<file path="config.mk">
export PLATFORM = sky130hd
export DESIGN_NAME = psw_div
export DESIGN_NICKNAME = d
export VERILOG_FILES = /design/src/rtl/psw_pkg.sv /design/src/rtl/psw_div.sv
export SDC_FILE = /design/constraint.sdc
export NUM_CORES = 1
export LEC_CHECK = 0
export BUFFER_PORTS_ARGS = -buffer_cell sky130_fd_sc_hd__clkbuf_2
export CAP_MARGIN = 30
export CORE_AREA = 2 2 153 155
export CTS_BUF_LIST = sky130_fd_sc_hd__clkbuf_16
export DETAILED_ROUTE_END_ITERATION = 8
export DIE_AREA = 0 0 155 157
export PLACE_DENSITY_LB_ADDON = 0.05
export SLEW_MARGIN = 20
export SYNTH_ARGS = -nofsm -noshare
export SYNTH_HDL_FRONTEND = slang
export SYNTH_SLANG_ARGS = --single-unit
</file>
<file path="constraint.sdc">
create_clock -name clock -period 2.7 [get_ports clock]
set_clock_uncertainty 0.1 [all_clocks]
set_input_delay 0.135 -clock clock [delete_from_list [all_inputs] [get_ports clock]]
set_output_delay 0.135 -clock clock [all_outputs]
set_load 0.02 [all_outputs]
</file>
<file path="src/rtl/psw_pkg.sv">
package psw_pkg;

   localparam int CHANNELS = 7;
   localparam int CH_BITS = 3;
   localparam int CFG_BITS = 7;
   localparam logic [CFG_BITS-1:0] WINDOW_RESET = 7'd8;

   typedef struct packed {
      logic busy;
      logic done;
   } div_status_type;

endpackage

</file>
<file path="src/rtl/psw_div.sv">
module psw_div #(
   parameter int DIVIDEND_BITS = 38,
   parameter int DIVISOR_BITS = 7
) (
   input  logic                            clock,
   input  logic                            reset,
   input  logic                            start,
   input  logic signed [DIVIDEND_BITS-1:0] dividend,
   input  logic        [DIVISOR_BITS-1:0]  divisor,
   output logic signed [DIVIDEND_BITS-1:0] quotient,
   output psw_pkg::div_status_type         status
);
   import psw_pkg::*;

   localparam int STEP_BITS = $clog2(DIVIDEND_BITS + 1);
   localparam int PART_BITS = DIVISOR_BITS + 1;

   logic                     active_ff;
   logic                     done_ff;
   logic [STEP_BITS-1:0]     step_ff;
   logic                     neg_ff;
   logic [DIVIDEND_BITS-1:0] dq_ff;
   logic [DIVISOR_BITS-1:0]  rem_ff;
   logic [DIVISOR_BITS-1:0]  divisor_ff;
   logic [DIVIDEND_BITS-1:0] quotient_ff;

   logic [DIVIDEND_BITS-1:0] magnitude;
   logic [PART_BITS-1:0]     part;
   logic [PART_BITS-1:0]     part_less;
   logic                     fits;
   logic [DIVISOR_BITS-1:0]  rem_in;

   // restoring division on the magnitude, one quotient bit a cycle
   always_comb begin
      magnitude = dividend[DIVIDEND_BITS-1] ? DIVIDEND_BITS'(-dividend) : DIVIDEND_BITS'(dividend);
      part      = {rem_ff, dq_ff[DIVIDEND_BITS-1]};
      fits      = (part >= {1'b0, divisor_ff});
      part_less = part - {1'b0, divisor_ff};
      rem_in    = fits ? part_less[DIVISOR_BITS-1:0] : part[DIVISOR_BITS-1:0];
   end

   always_ff @(posedge clock) begin
      if (reset) begin
         active_ff <= 1'b0;
         done_ff   <= 1'b0;
         step_ff   <= '0;
      end else begin
         done_ff <= 1'b0;
         if (start) begin
            active_ff <= 1'b1;
            step_ff   <= STEP_BITS'(DIVIDEND_BITS);
         end else if (active_ff) begin
            if (step_ff == '0) begin
               active_ff <= 1'b0;
               done_ff   <= 1'b1;
            end else begin
               step_ff <= step_ff - STEP_BITS'(1);
            end
         end
      end
   end

   always_ff @(posedge clock) begin
      if (start) begin
         dq_ff      <= magnitude;
         rem_ff     <= '0;
         divisor_ff <= divisor;
         neg_ff     <= dividend[DIVIDEND_BITS-1];
      end else if (active_ff && step_ff != '0) begin
         dq_ff  <= {dq_ff[DIVIDEND_BITS-2:0], fits};
         rem_ff <= rem_in;
      end
      if (active_ff && step_ff == '0) begin
         quotient_ff <= neg_ff ? -dq_ff : dq_ff;
      end
   end

   assign quotient    = quotient_ff;
   assign status.busy = active_ff;
   assign status.done = done_ff;

   assert property (@(posedge clock) disable iff (reset) active_ff |-> rem_ff < divisor_ff)
      else $error("partial remainder not below divisor");
   assert property (@(posedge clock) disable iff (reset) done_ff |-> !active_ff)
      else $error("done while still dividing");
   assert property (@(posedge clock) disable iff (reset)
      active_ff && step_ff == '0 |=> done_ff)
      else $error("last step not followed by done");

endmodule

</file>
==> metrics.cfg <==
[clock_tree]
clk_latency_ns=0.35
htreeDepth=3
cts_sinks=99
cts_root_buf=clkbuf_16
path_clk_slew_ns=0.07
cts_tree=done
cts_buffers=9
cts_buffer_depth=2
post-cts-setup-buffers=0

[routing]
wire_per_inst_microns=16.9
first_iter_violations=211
drcViolationCount=0
vias=4333
dr.pass1.iters=4
postRouteAntennaNets=0
post_drt_via_cell_ratio=4.67
routed_wirelength_microns=15700

[setup_path]
cp-start-kind=flip-flop
r2r-start=dq_ff[37]
crit_type=reg2reg
startpoint=dq_ff[37]
end_kind=flip-flop
crit_end=rem_ff[1]
reg2reg_depth=8
cp.arrival_ns=2.64
required_ns=2.85
r2r_setup_slack_ns=0.21
worstReg2RegEnd=rem_ff[1]
cp_max_fo=3

[yosys]
synth_flop_cell=edfxtp_1
async_flop_share=0
synth_warnings=0
synthTopCellsByArea=edfxtp_1, xnor2_1, xor2_1, dfxtp_1, a21oi_1
yosysSeqAreaShare=0.507
ys_seq_elements=99
yosys.area.top_type=edfxtp_1
synth_nets=589
yosysMostFrequentCell=edfxtp_1
yosys.area.top_type_share=0.453
netlist_area_sq_um=5570
synth-edff-count=84
ys_types=47
syn-instance-count=529
synthTopCellsByCount=edfxtp_1, nor2_1, a21oi_1
avgSynthCellArea_sq_um=10.5

[final_layout]
antenna_cells=0
instances_no_fill=928
seqCellArea_sq_um=2820
stdcell_area_sq_um=6900
nFillCells=2317
drive_gt1_frac=0.241
syn_to_final_growth_pct=23.8
nNetsFinal=698
utilization=0.307
multi_input_area_sq_um=2580

[timing]
rsz0062_at_grt=false
slew_viol_final=0
fin_ws_ns=0.212
worst_slew_pin_slew_ns=0.823
min_period_over_period=0.921
fmax_ghz=0.402
hold_viol_final=0
finalSetupViolations=0
setup_tns_ns=0
post-route-min-period_ns=2.49
relSlewSlack=0.451

[worst_hold_path]
hold_path_class=in2reg
whs_path_depth=3

[placed_design]
dpl-instance-area_sq_um=6510
dp_slack_ns=0.102
gp_congestion=0.749
portBuffers=87
hpwl_microns=11600
place_inst=904

[floorplan]
die_h_microns=157
ioPinCount=88
rows=55
die_w_microns=155
start_util=0.248
die_area_sq_um=24300
coreArea_sq_um=22500

[power_and_ir_drop]
leakage_nw=2.51
power.density_nw_per_um2=587
peakVddDrop_mv=0.289

[grt]
grt_pass1_wl_microns=24800
antenna_found_initial=0
grt_util_all_layers=0.133
overflow=0
grt_pass1_vias=4392
grt_max_degree=52

[outcome]
status=completed

[run]
max-cap-violations=0

[layout make-up]
cell class,instances,area share
clock buffers,9,0.0326
clock inverters,7,0.00979
inverters,21,0.0114
multi-input cells,381,0.373
flip-flops and latches,99,0.409
well taps,285,0.0517
repair buffers,126,0.112
[metal layers]
metal,vias up,routed length (microns),GRT usage
li1,2188,-,-
met1,2065,6800,0.159
met2,68,8190,0.243
met3,12,530,0.0333
met4,0,144,0.0278
met5,-,0,0
[where the power goes]
part	switching, mW	internal (mW)
registers	0.105	1.84
clock network	0.594	0.716
logic	0.455	0.341
[cell usage in the layout, fill, tap and decap left out, drive strengths merged, types with 10 or more instances in the layout]
cell type	n
a21oi	43
o41ai	20
o31ai	22
xnor2	39
xor2	38
buf	32
inv	21
nor3	13
nor4	13
edfxtp	84
ha	11
clkbuf	95
nand2	26
nand3	10
o21ai	25
nor2	57
dfxtp	15
[critical path, cell delays in order, from the launching register on]
cell,delay (ns)
edfxtp_1,0.37
inv_1,0.06
ha_1,0.22
fa_1,0.41
nand2b_1,0.20
a211oi_1,0.22
nor3_1,0.08
or4b_2,0.61
o311ai_0,0.12
[sequential cells by signal (all words and copies together) (netlist names)]
name / count
divisor_ff: 7
dq_ff: 38
step_ff: 6
active_ff: 1
quotient: 38
done_ff: 1
rem_ff: 7
neg_ff: 1
[kinds of logic (layout without fill, tap and decap cells)]
kind of cell,count (synthesis),count (layout),share of synthesized area
and+or+nand+nor,159,159,0.146
buffers and inverters,49,163,0.0361
adders and majority gates,12,12,0.0283
muxes,8,8,0.0146
xor gates and xnor gates,77,77,0.121
AOI/OAI and AO/OA,125,125,0.148
DFF,99,99,0.507
[worst min path at each step]
| stage | from | to |
|---|---|---|
| after global routing | dividend[35] | dq_ff[35] |
| after global placement | divisor[2] | divisor_ff[2] |
| after floorplan | divisor[0] | divisor_ff[0] |
| final | dividend[35] | dq_ff[35] |
| after CTS | dividend[35] | dq_ff[35] |
| after detailed placement | divisor[4] | divisor_ff[4] |
[through the flow]
stage | hold WS [ns] | power [mW]
detailed placement | 0.214 | 2.78
floorplan | 0.134 | 2.48
global route | 0.103 | 4.30
finish | 0.0924 | 4.05
CTS | 0.0811 | 4.13
global placement | 0.213 | 2.77
[repair_timing]
item | in CTS | in global routing
endpoints found under the hold margin | 15 | 0
hold buffers | 8 | 0
gates resized for setup | 0 | 4
endpoints found under the setup margin | 0 | 3
Power figures use the tool's default switching activity.
